File: config.mk
export PLATFORM = sky130hd
export DESIGN_NAME = four_digit_segment_display_framer
export DESIGN_NICKNAME = d
export VERILOG_FILES = /design/src/hdl/fdsd_pkg.sv /design/src/hdl/four_digit_segment_display_framer.sv /design/src/hdl/fdsd_front.sv /design/src/hdl/fdsd_queue.sv /design/src/hdl/fdsd_back.sv
export VERILOG_INCLUDE_DIRS = /design/src /design/src/hdl
export SDC_FILE = /design/constraint.sdc
export NUM_CORES = 1
export LEC_CHECK = 0
export ABC_AREA = 0
export BUFFER_PORTS_ARGS = -buffer_cell sky130_fd_sc_hd__buf_2
export CELL_PAD_IN_SITES_DETAIL_PLACEMENT = 2
export CELL_PAD_IN_SITES_GLOBAL_PLACEMENT = 2
export CORE_MARGIN = 5
export CORE_UTILIZATION = 45
export CTS_BUF_LIST = sky130_fd_sc_hd__clkbuf_8
export CTS_CLUSTER_DIAMETER = 60
export DETAILED_ROUTE_END_ITERATION = 16
export PLACE_DENSITY = 0.92
export SLEW_MARGIN = 10
export SYNTH_ARGS = -nofsm -noshare
export SYNTH_HDL_FRONTEND = slang
export SYNTH_HIERARCHICAL = 1
export SYNTH_SLANG_ARGS = --single-unit
File: constraint.sdc
create_clock -name i_clk -period 15.8 [get_ports i_clk]
set_input_delay 3.16 -clock i_clk [delete_from_list [all_inputs] [get_ports i_clk]]
set_output_delay 3.16 -clock i_clk [all_outputs]
set_load 0.01 [all_outputs]
File: src/hdl/assert_macros.svh
// Assertion macros used by the top-level RTL file
`ifndef ASSERT_MACROS_SVH
`define ASSERT_MACROS_SVH

// same-cycle implication, checked outside reset
`define FDSD_ASSERT_IMPL(label, clk, rst_n, ante, cons) \
    label: assert property (@(posedge clk) disable iff (!(rst_n)) (ante) |-> (cons)) \
        else $error("fdsd assertion failed");

// next-cycle implication, checked outside reset
`define FDSD_ASSERT_NEXT(label, clk, rst_n, ante, cons) \
    label: assert property (@(posedge clk) disable iff (!(rst_n)) (ante) |=> (cons)) \
        else $error("fdsd assertion failed");

`endif

File: src/hdl/fdsd_pkg.sv
// Package: request codes, framing constants and segment table for the display framer
`default_nettype none

package fdsd_pkg;

    typedef enum logic [1:0] {
        OP_NUMBER = 2'd0,
        OP_TIME   = 2'd1,
        OP_BLANK  = 2'd2
    } t_op;

    typedef struct packed {
        logic start;
        logic stop;
        logic last;
    } t_frame;

    localparam logic [7:0] CMD_DATA      = 8'h44;
    localparam logic [7:0] CMD_ADDR_BASE = 8'hC0;
    localparam logic [7:0] CMD_DISPLAY   = 8'h88;
    localparam logic [7:0] SEG_COLON     = 8'h80;
    localparam logic [6:0] MAX_TWO_DIGIT = 7'd99;
    localparam logic [2:0] BRIGHT_RESET  = 3'd2;
    localparam logic       REG_BRIGHTNESS = 1'b0;

    function automatic logic [7:0] seg_code(input logic [3:0] digit);
        logic [7:0] code;
        case (digit)
            4'd0:    code = 8'h3F;
            4'd1:    code = 8'h06;
            4'd2:    code = 8'h5B;
            4'd3:    code = 8'h4F;
            4'd4:    code = 8'h66;
            4'd5:    code = 8'h6D;
            4'd6:    code = 8'h7D;
            4'd7:    code = 8'h07;
            4'd8:    code = 8'h7F;
            4'd9:    code = 8'h6F;
            default: code = 8'h00;
        endcase
        return code;
    endfunction

endpackage

`default_nettype wire

File: src/hdl/four_digit_segment_display_framer.sv
// Top level: display request framer with APB brightness register
//
//  channel  | handshake          | payload
//  ---------+--------------------+------------------------------------------------
//  request  | i_valid / o_ready  | i_op, i_number, i_hours, i_minutes, i_colon_on
//  bytes    | o_valid / i_ready  | o_wire_byte, o_frame_start, o_frame_stop, o_last
//  config   | psel/penable/pready| paddr, pwrite, pwdata, prdata
//
//  One byte per cycle leaves the output register while i_ready is high; a request is
//  2*DIGIT_COUNT+2 bytes, set by the byte sequencer. A number is converted by repeated
//  divide-by-ten in the front end, overlapped with the previous request's bytes via a
//  two-entry queue. Reset is synchronous, active low; brightness resets to 2.
//  Output stalls hold the byte; input stalls while the front end holds a request.
`default_nettype none

module four_digit_segment_display_framer import fdsd_pkg::*; #(
    parameter int DIGIT_COUNT = 4
) (
    input  wire logic        i_clk,
    input  wire logic        i_rst_n,
    input  wire logic        i_valid,
    output logic             o_ready,
    input  wire logic [1:0]  i_op,
    input  wire logic [15:0] i_number,
    input  wire logic [6:0]  i_hours,
    input  wire logic [6:0]  i_minutes,
    input  wire logic        i_colon_on,
    output logic             o_valid,
    input  wire logic        i_ready,
    output logic [7:0]       o_wire_byte,
    output logic             o_frame_start,
    output logic             o_frame_stop,
    output logic             o_last,
    input  wire logic        psel,
    input  wire logic        penable,
    input  wire logic        pwrite,
    input  wire logic [2:0]  paddr,
    input  wire logic [31:0] pwdata,
    output logic [31:0]      prdata,
    output logic             pready
);

`include "assert_macros.svh"

    logic [2:0]                    r_brightness;
    logic                          w_push_valid;
    logic                          w_push_ready;
    logic [DIGIT_COUNT-1:0][7:0]   w_push_segs;
    logic                          w_pop_valid;
    logic                          w_pop_ready;
    logic [DIGIT_COUNT-1:0][7:0]   w_pop_segs;
    t_frame                        w_flags;

    assign pready = 1'b1;
    assign prdata = (paddr[2] == REG_BRIGHTNESS) ? {29'd0, r_brightness} : 32'd0;

    always_ff @(posedge i_clk) begin
        if (!i_rst_n) begin
            r_brightness <= BRIGHT_RESET;
        end else if (psel && penable && pwrite && pready && paddr[2] == REG_BRIGHTNESS) begin
            r_brightness <= pwdata[2:0];
        end
    end

    fdsd_front #(
        .DIGIT_COUNT (DIGIT_COUNT)
    ) u_front (
        .i_clk        (i_clk),
        .i_rst_n      (i_rst_n),
        .i_valid      (i_valid),
        .o_ready      (o_ready),
        .i_op         (i_op),
        .i_number     (i_number),
        .i_hours      (i_hours),
        .i_minutes    (i_minutes),
        .i_colon_on   (i_colon_on),
        .o_push_valid (w_push_valid),
        .i_push_ready (w_push_ready),
        .o_push_segs  (w_push_segs)
    );

    fdsd_queue #(
        .WIDTH (DIGIT_COUNT * 8)
    ) u_queue (
        .i_clk       (i_clk),
        .i_rst_n     (i_rst_n),
        .i_in_valid  (w_push_valid),
        .o_in_ready  (w_push_ready),
        .i_in_data   (w_push_segs),
        .o_out_valid (w_pop_valid),
        .i_out_ready (w_pop_ready),
        .o_out_data  (w_pop_segs)
    );

    fdsd_back #(
        .DIGIT_COUNT (DIGIT_COUNT)
    ) u_back (
        .i_clk        (i_clk),
        .i_rst_n      (i_rst_n),
        .i_pop_valid  (w_pop_valid),
        .o_pop_ready  (w_pop_ready),
        .i_pop_segs   (w_pop_segs),
        .i_brightness (r_brightness),
        .o_valid      (o_valid),
        .i_ready      (i_ready),
        .o_byte       (o_wire_byte),
        .o_flags      (w_flags)
    );

    assign o_frame_start = w_flags.start;
    assign o_frame_stop  = w_flags.stop;
    assign o_last        = w_flags.last;

    `FDSD_ASSERT_IMPL(a_last_is_display_cmd, i_clk, i_rst_n, o_valid && o_last,
        o_frame_start && o_frame_stop && o_wire_byte[7:3] == CMD_DISPLAY[7:3])
    `FDSD_ASSERT_NEXT(a_addr_then_segment, i_clk, i_rst_n,
        o_valid && i_ready && o_frame_start && !o_frame_stop,
        o_valid && !o_frame_start && o_frame_stop)
    `FDSD_ASSERT_NEXT(a_front_busy_after_accept, i_clk, i_rst_n, i_valid && o_ready, !o_ready)

endmodule

`default_nettype wire

File: src/hdl/fdsd_front.sv
// Front end: accepts requests and builds the per-digit segment codes
`default_nettype none

module fdsd_front import fdsd_pkg::*; #(
    parameter int DIGIT_COUNT = 4
) (
    input  wire logic                        i_clk,
    input  wire logic                        i_rst_n,
    input  wire logic                        i_valid,
    output logic                             o_ready,
    input  wire logic [1:0]                  i_op,
    input  wire logic [15:0]                 i_number,
    input  wire logic [6:0]                  i_hours,
    input  wire logic [6:0]                  i_minutes,
    input  wire logic                        i_colon_on,
    output logic                             o_push_valid,
    input  wire logic                        i_push_ready,
    output logic [DIGIT_COUNT-1:0][7:0]      o_push_segs
);

    localparam int CW = (DIGIT_COUNT > 1) ? $clog2(DIGIT_COUNT) : 1;
    localparam logic [15:0] DIV10_MUL_WIDE  = 16'hCCCD;
    localparam logic [7:0]  DIV10_MUL_SMALL = 8'd205;

    logic                          r_busy;
    logic                          r_conv;
    logic [CW-1:0]                 r_cnt;
    logic [15:0]                   r_val;
    logic [DIGIT_COUNT-1:0][7:0]   r_segs;

    logic                          w_accept;
    logic [31:0]                   w_prod;
    logic [12:0]                   w_quot;
    logic [15:0]                   w_quot10;
    logic [15:0]                   w_rem;
    logic [6:0]                    w_hrs;
    logic [6:0]                    w_mins;
    logic [14:0]                   w_hprod;
    logic [14:0]                   w_mprod;
    logic [3:0]                    w_htens;
    logic [3:0]                    w_mtens;
    logic [6:0]                    w_hunits;
    logic [6:0]                    w_munits;
    logic [3:0][7:0]               w_tdig;
    logic [DIGIT_COUNT-1:0][7:0]   w_time_segs;

    assign o_ready      = !r_busy;
    assign w_accept     = i_valid && o_ready;
    assign o_push_valid = r_busy && !r_conv;
    assign o_push_segs  = r_segs;

    // one decimal digit per cycle: reciprocal multiply, then remainder
    assign w_prod   = {16'd0, r_val} * {16'd0, DIV10_MUL_WIDE};
    assign w_quot   = w_prod[31:19];
    assign w_quot10 = {w_quot, 3'b000} + {2'b00, w_quot, 1'b0};
    assign w_rem    = r_val - w_quot10;

    always_comb begin
        w_hrs    = (i_hours > MAX_TWO_DIGIT) ? MAX_TWO_DIGIT : i_hours;
        w_mins   = (i_minutes > MAX_TWO_DIGIT) ? MAX_TWO_DIGIT : i_minutes;
        w_hprod  = {8'd0, w_hrs} * {7'd0, DIV10_MUL_SMALL};
        w_mprod  = {8'd0, w_mins} * {7'd0, DIV10_MUL_SMALL};
        w_htens  = w_hprod[14:11];
        w_mtens  = w_mprod[14:11];
        w_hunits = w_hrs - ({3'b000, w_htens} * 7'd10);
        w_munits = w_mins - ({3'b000, w_mtens} * 7'd10);
        w_tdig[0] = seg_code(w_htens);
        w_tdig[1] = seg_code(w_hunits[3:0]) | (i_colon_on ? SEG_COLON : 8'h00);
        w_tdig[2] = seg_code(w_mtens);
        w_tdig[3] = seg_code(w_munits[3:0]);
        for (int i = 0; i < DIGIT_COUNT; i++) begin
            w_time_segs[i] = (i < 4) ? w_tdig[i % 4] : 8'h00;
        end
    end

    always_ff @(posedge i_clk) begin
        if (!i_rst_n) begin
            r_busy <= 1'b0;
            r_conv <= 1'b0;
            r_cnt  <= '0;
        end else begin
            if (w_accept) begin
                r_busy <= 1'b1;
                case (t_op'(i_op))
                    OP_NUMBER: begin
                        r_conv <= 1'b1;
                        r_cnt  <= CW'(DIGIT_COUNT - 1);
                        r_val  <= i_number;
                    end
                    OP_TIME: begin
                        r_conv <= 1'b0;
                        r_segs <= w_time_segs;
                    end
                    default: begin
                        r_conv <= 1'b0;
                        r_segs <= '0;
                    end
                endcase
            end else if (r_conv) begin
                r_segs[r_cnt] <= seg_code(w_rem[3:0]);
                r_val         <= {3'b000, w_quot};
                if (r_cnt == '0) begin
                    r_conv <= 1'b0;
                end else begin
                    r_cnt <= r_cnt - 1'b1;
                end
            end else if (o_push_valid && i_push_ready) begin
                r_busy <= 1'b0;
            end
        end
    end

endmodule

`default_nettype wire

File: src/hdl/fdsd_queue.sv
// Two-entry queue between the front end and the byte sequencer
`default_nettype none

module fdsd_queue #(
    parameter int WIDTH = 32
) (
    input  wire logic             i_clk,
    input  wire logic             i_rst_n,
    input  wire logic             i_in_valid,
    output logic                  o_in_ready,
    input  wire logic [WIDTH-1:0] i_in_data,
    output logic                  o_out_valid,
    input  wire logic             i_out_ready,
    output logic [WIDTH-1:0]      o_out_data
);

    logic [WIDTH-1:0] r_mem [2];
    logic             r_wp;
    logic             r_rp;
    logic [1:0]       r_count;
    logic             w_push;
    logic             w_pop;

    assign o_in_ready  = (r_count != 2'd2);
    assign o_out_valid = (r_count != 2'd0);
    assign o_out_data  = r_mem[r_rp];
    assign w_push      = i_in_valid && o_in_ready;
    assign w_pop       = o_out_valid && i_out_ready;

    always_ff @(posedge i_clk) begin
        if (w_push) begin
            r_mem[r_wp] <= i_in_data;
        end
    end

    always_ff @(posedge i_clk) begin
        if (!i_rst_n) begin
            r_wp    <= 1'b0;
            r_rp    <= 1'b0;
            r_count <= 2'd0;
        end else begin
            if (w_push) begin
                r_wp <= !r_wp;
            end
            if (w_pop) begin
                r_rp <= !r_rp;
            end
            case ({w_push, w_pop})
                2'b10:   r_count <= r_count + 2'd1;
                2'b01:   r_count <= r_count - 2'd1;
                default: r_count <= r_count;
            endcase
        end
    end

endmodule

`default_nettype wire

File: src/hdl/fdsd_back.sv
// Back end: walks one request through its framed byte sequence
`default_nettype none

module fdsd_back import fdsd_pkg::*; #(
    parameter int DIGIT_COUNT = 4
) (
    input  wire logic                        i_clk,
    input  wire logic                        i_rst_n,
    input  wire logic                        i_pop_valid,
    output logic                             o_pop_ready,
    input  wire logic [DIGIT_COUNT-1:0][7:0] i_pop_segs,
    input  wire logic [2:0]                  i_brightness,
    output logic                             o_valid,
    input  wire logic                        i_ready,
    output logic [7:0]                       o_byte,
    output t_frame                           o_flags
);

    localparam int CW = (DIGIT_COUNT > 1) ? $clog2(DIGIT_COUNT) : 1;
    localparam int KW = $clog2(2 * DIGIT_COUNT + 2);
    localparam logic [KW-1:0] K_LAST = KW'(2 * DIGIT_COUNT + 1);

    logic                          r_cur_valid;
    logic [KW-1:0]                 r_k;
    logic [DIGIT_COUNT-1:0][7:0]   r_segs;
    logic                          r_out_valid;
    logic [7:0]                    r_byte;
    t_frame                        r_flags;

    logic                          w_advance;
    logic                          w_pop;
    logic [KW-1:0]                 w_km1;
    logic [CW-1:0]                 w_di;
    logic [7:0]                    w_byte;
    t_frame                        w_flags;

    assign o_valid     = r_out_valid;
    assign o_byte      = r_byte;
    assign o_flags     = r_flags;
    assign w_advance   = !r_out_valid || i_ready;
    assign o_pop_ready = !r_cur_valid || (w_advance && r_k == K_LAST);
    assign w_pop       = i_pop_valid && o_pop_ready;
    assign w_km1       = r_k - 1'b1;
    assign w_di        = w_km1[CW:1];

    always_comb begin
        if (r_k == '0) begin
            w_byte  = CMD_DATA;
            w_flags = '{start: 1'b1, stop: 1'b1, last: 1'b0};
        end else if (r_k == K_LAST) begin
            w_byte  = CMD_DISPLAY | {5'b00000, i_brightness};
            w_flags = '{start: 1'b1, stop: 1'b1, last: 1'b1};
        end else if (r_k[0]) begin
            w_byte  = CMD_ADDR_BASE + 8'(w_di);
            w_flags = '{start: 1'b1, stop: 1'b0, last: 1'b0};
        end else begin
            w_byte  = r_segs[w_di];
            w_flags = '{start: 1'b0, stop: 1'b1, last: 1'b0};
        end
    end

    always_ff @(posedge i_clk) begin
        if (!i_rst_n) begin
            r_cur_valid <= 1'b0;
            r_out_valid <= 1'b0;
            r_k         <= '0;
        end else begin
            if (w_advance) begin
                r_out_valid <= r_cur_valid;
                if (r_cur_valid) begin
                    r_byte  <= w_byte;
                    r_flags <= w_flags;
                end
            end
            if (w_pop) begin
                r_cur_valid <= 1'b1;
                r_segs      <= i_pop_segs;
                r_k         <= '0;
            end else if (w_advance && r_cur_valid) begin
                if (r_k == K_LAST) begin
                    r_cur_valid <= 1'b0;
                end else begin
                    r_k <= r_k + 1'b1;
                end
            end
        end
    end

endmodule

`default_nettype wire

* Word-level counts from Yosys, hierarchy flattened
Memory sizes are Yosys's and may differ from the RTL's. A register that Yosys moved wholly into a read port is not among the register bits.
Cells that the tools add are included.
Widths: inputs -> output; s select.
** Operators by class
- Add/sub/neg operators :: 10
- $mul :: 5
- Magnitude comparators :: 5
- Equality and inequality tests :: 9
- Muxes and demuxes :: 39
- Bitwise operators :: 4
- Reduce and logical (&&, ||, !) cells :: 37
** Operator list (count)
- $mux 32 :: 2
- $mux 8 :: 8
- $pmux 32 s2 :: 1
- $mux 16 :: 3
- $bwmux 32 :: 1
- $mul 16x16->32 const B :: 1
- $mul 7x8->15 const B :: 2
- $bmux 8 s2 :: 1
- $demux 8 s2 :: 1
- $gt 7x7->1 const B :: 2
- $mux 7 :: 2
- $mux 1 :: 13
- $reduce_and 3->1 :: 4
- $reduce_bool 2->1 :: 6
- $sub 4x4->4 :: 3
- $logic_and 1x1->1 :: 10
- $add 7x3->8 const A :: 1
- $mul 4x3->3 const B :: 2
- $mux 2 :: 4
- $ne 2x2->1 const B :: 4
- $or 8x8->8 :: 1
- $reduce_and 2->1 :: 4
- $logic_not 1->1 :: 6
- $lt 2x3->1 const B :: 2
- 17 further kinds :: 25
** Storage, ports and cells
- Register bits :: 76
- Memory bits (writable) :: 64
- Bits in read-only memories :: 560
- Input port bits :: 75
- Output and inout bits :: 46
- Logic and storage cells :: 135
- Memories kept :: 6
** Memories
- (no name shown) :: depth 16, width 7, rd ports 1, clocked after Yosys merged registers in 0, wr ports 0, RTL line fdsd_pkg.sv:28 : case (digit)
- (no name shown) :: depth 16, width 7, rd ports 1, clocked after Yosys merged registers in 0, wr ports 0, RTL line fdsd_pkg.sv:28
- (no name shown) :: depth 16, width 7, rd ports 1, clocked after Yosys merged registers in 0, wr ports 0, RTL line fdsd_pkg.sv:28
- (no name shown) :: depth 16, width 7, rd ports 1, clocked after Yosys merged registers in 0, wr ports 0, RTL line fdsd_pkg.sv:28
- (no name shown) :: depth 16, width 7, rd ports 1, clocked after Yosys merged registers in 0, wr ports 0, RTL line fdsd_pkg.sv:28
- u_queue.r_mem :: depth 2, width 32, rd ports 1, clocked after Yosys merged registers in 1, wr ports 1, RTL line fdsd_queue.sv:17 : logic [WIDTH-1:0] r_mem [2];

* Logic depth before layout (Yosys ltp)
Gate-level depths: netlist of run 1.
An unclocked memory read counts as a cell.
- Depth in word-level cells :: 10
- Depth in mapped cells :: 31
- Gate-level depth less buffers :: 30

* Modules after synthesis
Netlist of run 1, hierarchy kept.
** Modules (own cells, without submodules)
- fdsd_front :: instances 1, cells each 1021, area an instance 9714.3 sq um, sequential area each 1521.5 sq um
- fdsd_queue :: instances 1, cells each 124, area an instance 2536.2 sq um, sequential area each 2021.9 sq um
- fdsd_back :: instances 1, cells each 118, area an instance 1976.9 sq um, sequential area each 1411.4 sq um
- four_digit_segment_display_framer :: instances 1, cells each 49, area an instance 391.6 sq um, sequential area each 60.1 sq um

* Least setup slack after synthesis of run 1
Ideal clock, no wire load.
- Kind :: input -> register
- From :: in i_minutes[6]
- To :: reg u_front.r_segs, in the netlist u_front/o_push_segs[28] (data pin)
- Library setup time :: 0.152 ns
- Arrival time :: 8.334 ns
- Required time :: 15.648 ns
- Path slack :: 7.313 ns
- Stages on the path :: 22
- Path buffers :: 0
- Path through :: nand2_1 and2_1 ha_1 ha_1 fa_1 inv_1 fa_1 inv_1 ha_1 a211oi_1 nor2_1 a21oi_1 o21ba_2 xor2_1 inv_1 fa_1 xnor2_1 xnor3_1 xnor3_1 or3_1 o22a_1 o21ai_0
** Between the ends
- Cells in the longest elaborated chain, start to end :: 8
** Ends and longest elaborated chain
- start, declared :: RTL line four_digit_segment_display_framer.sv:26 : input wire logic [6:0] i_minutes,
- $gt 7x7->1 :: RTL line fdsd_front.sv:60 : w_mins = (i_minutes > MAX_TWO_DIGIT) ? MAX_TWO_DIGIT : i_minutes;
- $mux 7 * :: RTL line fdsd_front.sv:60
- $mul 7x8->15 :: RTL line fdsd_front.sv:62 : w_mprod = {8'd0, w_mins} * {7'd0, DIV10_MUL_SMALL};
- $mul 4x3->3 :: RTL line fdsd_front.sv:66 : w_munits = w_mins - ({3'b000, w_mtens} * 7'd10);
- $sub 4x4->4 * :: RTL line fdsd_front.sv:66
- $mem_v2 16x7 *
- $pmux 32 s2 * :: RTL line fdsd_front.sv:84 : case (t_op'(i_op))
- $mux 32 * :: RTL line fdsd_front.sv:82 : if (w_accept) begin
- end signal, assigned :: RTL line fdsd_front.sv:92 : r_segs <= w_time_segs;
- end signal, assigned by index :: RTL line fdsd_front.sv:100 : r_segs[r_cnt] <= seg_code(w_rem[3:0]);
- end, declared :: RTL line fdsd_front.sv:29 : logic [DIGIT_COUNT-1:0][7:0] r_segs;
Mark *: on every way between the ends. The rest lies on a longest branch, timed or not. The select of a mux whose other input is x is not followed.
A chain may end at the register's enable or synchronous reset.

* Final worst setup path of run 1
- From :: reg u_front.r_val[0]
- To :: reg u_front.r_segs, in the netlist u_front/o_push_segs[11] (data pin)
** Between the ends
- Cells in the longest elaborated chain, start to end :: 10
** Ends and longest elaborated chain
- start, declared :: RTL line fdsd_front.sv:28 : logic [15:0] r_val;
- start signal, assigned :: RTL line fdsd_front.sv:88 : r_val <= i_number;
- start signal, assigned :: RTL line fdsd_front.sv:101 : r_val <= {3'b000, w_quot};
- $mul 16x16->32 :: RTL line fdsd_front.sv:53 : assign w_prod = {16'd0, r_val} * {16'd0, DIV10_MUL_WIDE};
- $add 4x4->4 :: RTL line fdsd_front.sv:55 : assign w_quot10 = {w_quot, 3'b000} + {2'b00, w_quot, 1'b0};
- $sub 4x4->4 * :: RTL line fdsd_front.sv:56 : assign w_rem = r_val - w_quot10;
- $mem_v2 16x7 *
- $mux 8 * :: RTL line fdsd_front.sv:99 : end else if (r_conv) begin
- $mux 8 * :: RTL line fdsd_front.sv:82
- $mux 8 * :: RTL line fdsd_front.sv:77 : if (!i_rst_n) begin
- $bwmux 32 * :: RTL line fdsd_front.sv:100
- $mux 32 * :: RTL line fdsd_front.sv:99
- $mux 32 * :: RTL line fdsd_front.sv:82
Marked as above.

==> results.md, run 1 <==
## Worst setup path
* reg2reg — classification of the worst setup path
* u_front/r_val[0]$_DFFE_PP_ — critical path launch point
* 9.74 ns — WP data arrival
* u_front/o_push_segs[11]$_DFFE_PP_ — reg-to-reg critical path endpoint
* 0.66 ns — CP max stage delay
* 16.00 ns — Required @ worst endpoint
* u_front/r_val[0]$_DFFE_PP_ — startpoint of the lowest-slack register-to-register path
* register — critical path endpoint category
* 30 — Critical Path Stages
* 17 — crit path max fanout
* 6.26 ns — reg-to-reg slack, setup
* 30 — cell count of the worst reg-to-reg path
* register — kind of start point of the critical path
* sky130_fd_sc_hd__edfxtp_1 — slowest stage cell on the critical path
* u_front/o_push_segs[11]$_DFFE_PP_ — endpoint of the most critical setup path
* sky130_fd_sc_hd__inv_1 — CP dominant cell by count
* adder cells — family with the most delay on the worst path
* 6 — Buffers & Inverters on Critical Path

## Global route
* 0 — overflow left after global routing
* 0 — number of antenna violations at the first check in global routing
* 73300 um — wire length of the first global-routing pass
* 33 — maximum number of pins on one net before global-route repair
* 0.268 — total routing usage reported by global routing
* 11900 — via count of the first global-routing pass

## STA
* 0 — hold violation count in the final report
* 1.02 ns — Worst Max-Slew Pin Slew
* 0 — count of final setup violators
* 0.604 — post-route clock period utilization
* 105 MHz — maximum clock rate
* 0 — number of max-slew violations in the final report
* no — unrepaired setup endpoints after global routing
* 9.54 ns — final critical-path required period
* 0 ns — Total Neg Setup Slack
* 0.312 — worst slew slack as a fraction of its limit
* 0.0280 ns — worst clock skew on the final layout

## Final layout
* 0.113 — fraction of layout cells with a size suffix above 1
* sky130_fd_sc_hd__inv_1 (246), sky130_fd_sc_hd__ha_1 (238), sky130_fd_sc_hd__edfxtp_1 (155), sky130_fd_sc_hd__fa_1 (98), sky130_fd_sc_hd__nand2_1 (72) — most frequent cells in the layout
* 1785 — net count of the finished layout
* 0.486 — final standard cell utilization of the core
* 3285 — fillcell total
* 7.45% — area overhead of the layout relative to synthesis
* 15700 um^2 — Post-Layout Inst Area
* sky130_fd_sc_hd__inv_1 — commonest non-fill, non-tap cell in the layout
* 0 — ANT cells
* 1828 — Final Non-Filler Cells

## Detailed routing
* 47400 um — Final Routed Wirelength
* 0 — antenna violation net count after detailed routing
* 5.63 — via density per instance
* 558 — DR iter-0 viols
* 5 — total iterations of the first detailed-routing run
* 0 — drt drc
* 25.9 um — average detailed-routed wire length per instance
* 10300 — total via count after detailed routing

## Logic synthesis
* 173 — number of flip-flops and latches in the synthesized netlist
* 155 — Post-synth EDFFs
* 14600 um^2 — Synth Cell Area
* 11.1 um^2 — per-instance average area after synthesis
* 1312 — gate count after technology mapping
* sky130_fd_sc_hd__edfxtp_1 — ys flop type
* 0 — async set-reset flop share out of synthesis
* 0.343 — sequential cell area fraction in the yosys report
* 6 — synthesis warning total
* 71 — synth unique cells

## Clocking
* 2 — Max Root-Sink Buffers
* 0 — Resized Gates After CTS
* 0 — CTS Hold Buffers Added
* 173 — clock tree sinks
* 0.11 ns — clock transition time at the flip-flop clock pins of the worst setup and hold paths
* 17 — CTS buffer count
* 4 — maximum level of the CTS H-tree
* built — CTS tree
* 0.48 ns — Skew-Pair Late Insertion Delay
* 0 — number of buffers added for setup after CTS
* sky130_fd_sc_hd__clkbuf_8 — buffer type at the clock tree root

## Placed design
* 59 — Port-buffer cells
* 15300 um^2 — post-place instance area
* 1797 — number of placed cells counting well taps
* 0.911 — gpl congestion
* 38100 um — Post-DP HPWL

## Floorplan
* 32300 um^2 — area of the core region
* 0.453 — initial core utilization
* 190 um — die width
* 66 — Rows
* 36200 um^2 — die outline area
* 190 um — Die Y
* 121 — ports placed on the boundary

## Flow run
* 0 — count of max-cap constraint violations

## Outcome
* finished clean — result of the run

## Hold path
* reg2reg — worst hold path class

## state kept, by name, summed over array words and instances (netlist names), 2 cells and up, named ones only
name,count
u_front/r_cnt,2
u_back/o_flags,3
u_front/r_val,16
u_queue/r_count,2
u_back/r_segs,32
u_queue/r_mem,64
r_brightness,3
u_back/r_k,4
u_back/o_byte,8
u_front/o_push_segs,32
## how the worst min path moves through the flow
| stage | startpoint | to | depth (start not counted) |
|---|---|---|---|
| floorplan | u_front/o_push_segs[0]$_DFFE_PP_ | u_queue/r_mem[0][0]$_DFFE_PP_ | 0 |
| global placement | u_front/o_push_segs[29]$_DFFE_PP_ | u_queue/r_mem[0][29]$_DFFE_PP_ | 0 |
| detailed placement | u_front/o_push_segs[9]$_DFFE_PP_ | u_queue/r_mem[0][9]$_DFFE_PP_ | 0 |
| CTS | u_front/o_push_segs[4]$_DFFE_PP_ | u_queue/r_mem[0][4]$_DFFE_PP_ | 0 |
| global route | u_front/o_push_segs[4]$_DFFE_PP_ | u_queue/r_mem[0][4]$_DFFE_PP_ | 0 |
| finish | u_front/o_push_segs[4]$_DFFE_PP_ | u_queue/r_mem[0][4]$_DFFE_PP_ | 0 |
## through the flow
| stage | worst slack [ns] | hold WS (ns) |
|---|---|---|
| after floorplan | 7.31 | 0.421 |
| after global placement | 6.27 | 0.424 |
| after detailed placement | 5.83 | 0.444 |
| after CTS | 6.33 | 0.479 |
| after global routing | 5.87 | 0.495 |
| final | 6.26 | 0.474 |
## routing by layer
| metal | routed length (um) | share of wire | global-route usage | up-vias |
|---|---|---|---|---|
| met5 | 0 | 0 | 0 | - |
| met4 | 2150 | 0.045 | 0.112 | 0 |
| met3 | 2240 | 0.047 | 0.0319 | 135 |
| met2 | 24700 | 0.52 | 0.490 | 382 |
| met1 | 18300 | 0.39 | 0.320 | 5247 |
| li1 | - | - | - | 4520 |
## cell usage after synthesis, drive strengths merged, types with 3 or more instances
cell type / n / share of area
a21bo: 4 / 0.0027
o22ai: 11 / 0.0047
dfxtp: 18 / 0.025
o221ai: 4 / 0.0024
nand3b: 3 / 0.0018
clkbuf: 15 / 0.0039
nor2b: 10 / 0.0043
nor2: 61 / 0.016
o21ai: 37 / 0.013
nand2: 72 / 0.018
and2: 17 / 0.0073
fa: 98 / 0.13
or3: 8 / 0.0034
a21o: 11 / 0.0056
o211ai: 5 / 0.0026
nand3: 30 / 0.010
and2b: 3 / 0.0018
xnor3: 4 / 0.0062
xor2: 12 / 0.0072
o21a: 5 / 0.0027
and3: 9 / 0.0039
mux2: 39 / 0.030
a21boi: 4 / 0.0021
mux2i: 13 / 0.0089
a21oi: 38 / 0.014
nand2b: 6 / 0.0026
a22oi: 3 / 0.0019
ha: 238 / 0.20
nor3: 9 / 0.0031
mux4: 7 / 0.013
nand4: 3 / 0.0013
inv: 246 / 0.063
nor4: 5 / 0.0021
xnor2: 30 / 0.018
a211oi: 5 / 0.0029
edfxtp: 155 / 0.32
buf: 37 / 0.018
a31oi: 8 / 0.0034
## cell families (layout without fill, tap and decap cells)
| kind of cell | count (synthesis) | after routing | synth area share |
|---|---|---|---|
| mux | 59 | 59 | 0.0515 |
| compound gates | 155 | 155 | 0.0698 |
| buf+inv | 299 | 345 | 0.0852 |
| simple gates | 242 | 242 | 0.0801 |
| other cells | 2 | 30 | 0.000514 |
| fa+ha+maj | 336 | 336 | 0.338 |
| xor+xnor | 46 | 46 | 0.0319 |
| flops | 173 | 173 | 0.343 |
## worst reg2reg max path, delay by kind of cell, from the launching register on
kind	cells	cell delay (ns)
fa+ha+maj	8	3.60
simple gates	8	2.00
compound gates	5	1.38
flops	1	0.66
xor+xnor	2	0.65
buf+inv	6	0.55
mux	1	0.42
## final cells by class
cell class | instances | area, um^2 | area share
clock buffer | 17 | 234 | 0.0149
clock inverter | 14 | 160 | 0.0102
sequential | 173 | 5010 | 0.319
multi-input combinational | 868 | 8460 | 0.539
timing repair buffer | 67 | 355 | 0.0226
tap | 442 | 553 | 0.0352
inverter | 247 | 927 | 0.0590
Power of run 1 is not shown: default switching activity piles up to over one toggle a cycle in this logic, so the estimate is an artifact.
==> inputs of run 2 (changes only) <==
--- a/config.mk
+++ b/config.mk
@@ -11,11 +11,11 @@
 export CELL_PAD_IN_SITES_DETAIL_PLACEMENT = 2
 export CELL_PAD_IN_SITES_GLOBAL_PLACEMENT = 2
 export CORE_MARGIN = 5
-export CORE_UTILIZATION = 45
+export CORE_UTILIZATION = 38
 export CTS_BUF_LIST = sky130_fd_sc_hd__clkbuf_8
 export CTS_CLUSTER_DIAMETER = 60
 export DETAILED_ROUTE_END_ITERATION = 16
-export PLACE_DENSITY = 0.92
+export PLACE_DENSITY = 0.83
 export SLEW_MARGIN = 10
 export SYNTH_ARGS = -nofsm -noshare
 export SYNTH_HDL_FRONTEND = slang
==> constraint.sdc (replaced) <==
create_clock -name i_clk -period 8.39 [get_ports i_clk]
set_input_delay 1.678 -clock i_clk [delete_from_list [all_inputs] [get_ports i_clk]]
set_output_delay 1.678 -clock i_clk [all_outputs]
set_load 0.01 [all_outputs]
==> results.md, run 2 (same netlist as run 1, synthesis figures left out) <==
## Outcome
* finished clean — result of the run

## Floorplan
* 206 um — Die Y
* 121 — ports placed on the boundary
* 206 um — die width
* 71 — Rows
* 42500 um^2 — die outline area
* 37800 um^2 — area of the core region
* 0.386 — initial core utilization

## Clocking
* sky130_fd_sc_hd__clkbuf_8 — buffer type at the clock tree root
* 17 — CTS buffer count
* 0.48 ns — Skew-Pair Late Insertion Delay
* 2 — Max Root-Sink Buffers
* 0.11 ns — clock transition time at the flip-flop clock pins of the worst setup and hold paths
* 4 — maximum level of the CTS H-tree
* 173 — clock tree sinks
* built — CTS tree

## STA
* 0.914 ns — Worst Max-Slew Pin Slew
* 0 — count of final setup violators
* 0 — hold violation count in the final report
* 0 — number of max-slew violations in the final report
* 0.0175 ns — worst clock skew on the final layout
* 0.386 — worst slew slack as a fraction of its limit
* 0.971 — post-route clock period utilization
* 123 MHz — maximum clock rate
* 8.15 ns — final critical-path required period

## Global route
* 33 — maximum number of pins on one net before global-route repair
* 0 — overflow left after global routing
* 0 — number of antenna violations at the first check in global routing
* 66400 um — wire length of the first global-routing pass
* 11400 — via count of the first global-routing pass
* 0.207 — total routing usage reported by global routing

## Detailed routing
* 0 — antenna violation net count after detailed routing
* 17400 um — met1 routed wirelength after detailed routing
* 23100 um — WL met2
* 9881 — total via count after detailed routing
* 22.6 um — average detailed-routed wire length per instance
* 494 — DR iter-0 viols
* 0 — drt drc
* 5.17 — via density per instance
* met4 — Top Metal Used
* 4 — total iterations of the first detailed-routing run
* 43200 um — Final Routed Wirelength
* 1650 um — Met3 Wirelength

## Final layout
* 8.81% — area overhead of the layout relative to synthesis
* 1798 — net count of the finished layout
* u_queue/r_mem — largest reg by FF count
* 64 — Largest register FFs
* 4019 — fillcell total
* 0.420 — final standard cell utilization of the core
* sky130_fd_sc_hd__inv_1 (246), sky130_fd_sc_hd__ha_1 (238), sky130_fd_sc_hd__edfxtp_1 (155), sky130_fd_sc_hd__fa_1 (98), sky130_fd_sc_hd__nand2_1 (72) — most frequent cells in the layout
* 0 — ANT cells
* sky130_fd_sc_hd__inv_1 — commonest non-fill, non-tap cell in the layout
* 1911 — Final Non-Filler Cells
* 0.126 — fraction of layout cells with a size suffix above 1

## Placed design
* 0.842 — gpl congestion
* 59 — Port-buffer cells
* 1876 — number of placed cells counting well taps
* 35000 um — Post-DP HPWL

## Worst setup path
* 13 — crit path max fanout
* 26 — Critical Path Stages
* 26 — cell count of the worst reg-to-reg path
* sky130_fd_sc_hd__fa_1 — slowest stage cell on the critical path
* 4 — Buffers & Inverters on Critical Path
* 8.36 ns — WP data arrival
* 8.60 ns — Required @ worst endpoint
* reg2reg — classification of the worst setup path
* 0.24 ns — reg-to-reg slack, setup
* register — kind of start point of the critical path
* u_front/r_val[8]$_DFFE_PP_ — startpoint of the lowest-slack register-to-register path
* adder cells — family with the most delay on the worst path
* 0.58 ns — CP max stage delay
* u_front/o_push_segs[8]$_DFFE_PP_ — reg-to-reg critical path endpoint
* register — critical path endpoint category
* sky130_fd_sc_hd__fa_1 — CP dominant cell by count

## Hold path
* reg2reg — worst hold path class
* 0 — hold-critical path depth
* u_queue/r_mem[0][27]$_DFFE_PP_ — end point of the worst hold path
* u_front/o_push_segs[27]$_DFFE_PP_ — startpoint of the lowest-slack hold path

## Flow run
* 0 — count of max-cap constraint violations

-- run 2: timing repair --
action | 4_1_cts | 5_1_grt
resized for setup | 1 | 4
setup endpoints to repair | 3 | 15
pin swaps | 0 | 0
buffers inserted | 0 | 3
hold buffers | 0 | 0
cloned | 0 | 0
-- run 2: worst max path at each step --
stage	startpoint	endpoint	slack, ns
after floorplan	u_front/r_val[1]$_DFFE_PP_	u_front/o_push_segs[11]$_DFFE_PP_	1.25
after global placement	u_front/r_val[1]$_DFFE_PP_	u_front/o_push_segs[25]$_DFFE_PP_	0.45
after detailed placement	u_front/r_val[1]$_DFFE_PP_	u_front/o_push_segs[9]$_DFFE_PP_	0.04
after CTS	u_front/r_val[1]$_DFFE_PP_	u_front/o_push_segs[17]$_DFFE_PP_	0.12
after global routing	u_front/r_val[1]$_DFFE_PP_	u_front/o_push_segs[14]$_DFFE_PP_	-0.02
final	u_front/r_val[8]$_DFFE_PP_	u_front/o_push_segs[8]$_DFFE_PP_	0.24
-- run 2: final cells by class --
type / instances / area [um^2] / share of cell area
Clock inverter: 15 / 150 / 0.00944
Clock buffer: 17 / 234 / 0.0147
Multi-Input combinational cell: 868 / 8490 / 0.534
Tap cell: 511 / 639 / 0.0402
Inverter: 247 / 927 / 0.0583
Sequential cell: 173 / 5010 / 0.315
Timing Repair Buffer: 80 / 453 / 0.0285
-- run 2: routing by layer --
layer  GRT usage  up-vias
li1            -     4529
met1       0.245     5051
met2       0.388      228
met3      0.0303       73
met4      0.0604        0
met5           0        -
-- run 2: metrics by stage --
step | hold slack [ns] | setup slack (ns) | cell area [um^2] | TNS (ns)
floorplan | 0.421 | 1.25 | 14700 | 0
global placement | 0.427 | 0.454 | 15500 | 0
detailed placement | 0.444 | 0.0418 | 15500 | 0
CTS | 0.469 | 0.116 | 15900 | 0
global route | 0.479 | -0.0154 | 15900 | -0.0272
finish | 0.469 | 0.241 | 15900 | 0
Power of run 2 is left out for the same reason.
==> inputs of run 3 (changes only) <==
--- a/config.mk
+++ b/config.mk
@@ -6,16 +6,16 @@
 export SDC_FILE = /design/constraint.sdc
 export NUM_CORES = 1
 export LEC_CHECK = 0
-export ABC_AREA = 0
+export ABC_AREA = 1
 export BUFFER_PORTS_ARGS = -buffer_cell sky130_fd_sc_hd__buf_2
 export CELL_PAD_IN_SITES_DETAIL_PLACEMENT = 2
 export CELL_PAD_IN_SITES_GLOBAL_PLACEMENT = 2
 export CORE_MARGIN = 5
-export CORE_UTILIZATION = 38
+export CORE_UTILIZATION = 40
 export CTS_BUF_LIST = sky130_fd_sc_hd__clkbuf_8
 export CTS_CLUSTER_DIAMETER = 60
 export DETAILED_ROUTE_END_ITERATION = 16
-export PLACE_DENSITY = 0.83
+export PLACE_DENSITY = 0.87
 export SLEW_MARGIN = 10
 export SYNTH_ARGS = -nofsm -noshare
 export SYNTH_HDL_FRONTEND = slang
==> constraint.sdc (replaced) <==
create_clock -name i_clk -period 8.16 [get_ports i_clk]
set_input_delay 1.632 -clock i_clk [delete_from_list [all_inputs] [get_ports i_clk]]
set_output_delay 1.632 -clock i_clk [all_outputs]
set_load 0.01 [all_outputs]
==> results.md, run 3 <==
## Worst setup path
* register — critical path endpoint category
* 27 — Critical Path Stages
* register — kind of start point of the critical path
* sky130_fd_sc_hd__inv_1 — CP dominant cell by count
* u_front/o_push_segs[5]$_DFFE_PP_ — reg-to-reg critical path endpoint
* sky130_fd_sc_hd__fa_1 — slowest stage cell on the critical path
* 0.41 ns — reg-to-reg slack, setup
* 27 — cell count of the worst reg-to-reg path
* 8.39 ns — Required @ worst endpoint
* u_front/r_val[5]$_DFFE_PP_ — startpoint of the lowest-slack register-to-register path
* 0.59 ns — CP max stage delay
* u_front/o_push_segs[5]$_DFFE_PP_ — endpoint of the most critical setup path
* u_front/r_val[5]$_DFFE_PP_ — critical path launch point
* 7 — Buffers & Inverters on Critical Path
* 6 — crit path max fanout
* 7.98 ns — WP data arrival
* adder cells — family with the most delay on the worst path
* reg2reg — classification of the worst setup path

## Clocking
* 0.48 ns — Skew-Pair Late Insertion Delay
* 4 — maximum level of the CTS H-tree
* 173 — clock tree sinks
* 17 — CTS buffer count
* 2 — Max Root-Sink Buffers
* sky130_fd_sc_hd__clkbuf_8 — buffer type at the clock tree root
* 0.11 ns — clock transition time at the flip-flop clock pins of the worst setup and hold paths
* built — CTS tree

## Floorplan
* 39600 um^2 — area of the core region
* 210 um — Die Y
* 121 — ports placed on the boundary
* 73 — Rows
* 210 um — die width
* 0.403 — initial core utilization
* 44100 um^2 — die outline area

## Global route
* 0.254 — total routing usage reported by global routing
* 34 — maximum number of pins on one net before global-route repair
* 14500 — via count of the first global-routing pass
* 1 — number of antenna violations at the first check in global routing
* 86000 um — wire length of the first global-routing pass
* 0 — overflow left after global routing

## Final layout
* sky130_fd_sc_hd__nand2_1 — commonest non-fill, non-tap cell in the layout
* 7.05% — area overhead of the layout relative to synthesis
* 2219 — net count of the finished layout
* 0 — ANT cells
* sky130_fd_sc_hd__nand2_1 (354), sky130_fd_sc_hd__inv_1 (336), sky130_fd_sc_hd__ha_1 (238), sky130_fd_sc_hd__edfxtp_1 (155), sky130_fd_sc_hd__nand3_1 (128) — most frequent cells in the layout
* 0.112 — fraction of layout cells with a size suffix above 1
* 9390 um^2 — combined area of the multi-input logic cells
* u_queue/r_mem — largest reg by FF count
* 4419 — fillcell total
* 64 — Largest register FFs
* 5020 um^2 — sequential standard cell area

## Logic synthesis
* 54 — synth unique cells
* 9.17 um^2 — per-instance average area after synthesis
* sky130_fd_sc_hd__edfxtp_1 — ys flop type
* 0.314 — sequential cell area fraction in the yosys report
* sky130_fd_sc_hd__nand2_1 — most common cell in the netlist
* 0.291 — share of Yosys cell area claimed by the top area cell type
* 0 — async set-reset flop share out of synthesis
* 155 — Post-synth EDFFs
* 1743 — gate count after technology mapping
* 6 — synthesis warning total
* sky130_fd_sc_hd__edfxtp_1 — biggest area consumer among synthesized cells
* sky130_fd_sc_hd__edfxtp_1 (29%), sky130_fd_sc_hd__ha_1 (19%), sky130_fd_sc_hd__fa_1 (12%) — leading post-synthesis cells by cell area
* sky130_fd_sc_hd__nand2_1 (354), sky130_fd_sc_hd__inv_1 (336), sky130_fd_sc_hd__ha_1 (238) — top cell types by occurrence after synthesis
* 173 — number of flip-flops and latches in the synthesized netlist
* 16000 um^2 — Synth Cell Area

## Detailed routing
* 5.35 — via density per instance
* 570 — DR iter-0 viols
* 0 — antenna violation net count after detailed routing
* 24.0 um — average detailed-routed wire length per instance
* 5 — total iterations of the first detailed-routing run
* 56300 um — Final Routed Wirelength
* 0 — drt drc
* 12600 — total via count after detailed routing

## Placed design
* 45300 um — Post-DP HPWL
* 59 — Port-buffer cells
* 0.469 ns — setup slack after placement
* 0.872 — gpl congestion

## Outcome
* finished clean — result of the run

## Hold path
* reg2reg — worst hold path class

## STA
* 0.274 — worst slew slack as a fraction of its limit
* 129 MHz — maximum clock rate
* 1.09 ns — Worst Max-Slew Pin Slew
* 0.950 — post-route clock period utilization
* 0 — hold violation count in the final report
* 0 ns — Total Neg Setup Slack
* 0.406 ns — minimum setup slack in the final design
* no — unrepaired setup endpoints after global routing
* 7.75 ns — final critical-path required period
* 0 — count of final setup violators
* 0.481 ns — Hold WS
* 0.0180 ns — worst clock skew on the final layout
* 0 — number of max-slew violations in the final report

## Flow run
* 0 — count of max-cap constraint violations

run 3: timing repair:
action / CTS / global route
hold buffers: 0 / 0
setup endpoints to repair: 0 / 3
buffers inserted: 0 / 3
resized for setup: 0 / 1
run 3: cells by family after synthesis:
logic type                 count (synthesis)  synth area share
adders and majority gates                336             0.309
and+or+nand+nor                          667             0.187
DFF                                      173             0.314
AOI/OAI and AO/OA                        120            0.0442
other                                      2          0.000470
buffers and inverters                    395             0.106
xor gates and xnor gates                  18            0.0103
muxes                                     32            0.0296
run 3: through the flow:
stage	area [um^2]	utilization	instances
6_report	17100	0.432	2345
3_3_place_gp	16700	0.422	2311
4_1_cts	17100	0.431	2342
3_5_place_dp	16700	0.422	2311
5_1_grt	17100	0.432	2345
2_1_floorplan	16100	-	1771
run 3: layer usage:
metal | up-vias | global-route usage | routed length [um]
li1 | 5695 | - | -
met1 | 6366 | 0.296 | 22300
met4 | 2 | 0.0936 | 2150
met5 | - | 0 | 13
met3 | 129 | 0.0341 | 2140
met2 | 363 | 0.475 | 29600
run 3: how the worst min path moves through the flow:
stage	startpoint	end	slack, ns	depth (start not counted)
after floorplan	u_front/o_push_segs[0]$_DFFE_PP_	u_queue/r_mem[0][0]$_DFFE_PP_	0.42	0
after global placement	u_front/o_push_segs[24]$_DFFE_PP_	u_queue/r_mem[0][24]$_DFFE_PP_	0.43	0
after detailed placement	u_front/o_push_segs[26]$_DFFE_PP_	u_queue/r_mem[0][26]$_DFFE_PP_	0.43	0
after CTS	u_front/o_push_segs[26]$_DFFE_PP_	u_queue/r_mem[1][26]$_DFFE_PP_	0.47	0
after global routing	u_front/o_push_segs[5]$_DFFE_PP_	u_queue/r_mem[1][5]$_DFFE_PP_	0.49	0
final	u_front/o_push_segs[16]$_DFFE_PP_	u_queue/r_mem[1][16]$_DFFE_PP_	0.48	0
run 3: final cells by class:
cell class              count  share of cell area
well taps                 525              0.0384
repair buffers             68              0.0212
multi-input cells        1203               0.549
clock inverters            14             0.00848
inverters                 345              0.0761
flip-flops and latches    173               0.293
clock buffers              17              0.0137
run 3: worst register-to-register path, delay by kind of cell, from the launching register on:
kind / cells / cell delay (ns)
buffers and inverters: 7 / 0.58
AND/OR/NAND/NOR: 9 / 1.77
adder cells (fa/ha/maj): 8 / 3.96
flip-flops: 1 / 0.58
AO/OA/AOI/OAI: 3 / 0.62
Power of run 3 is left out for the same reason.
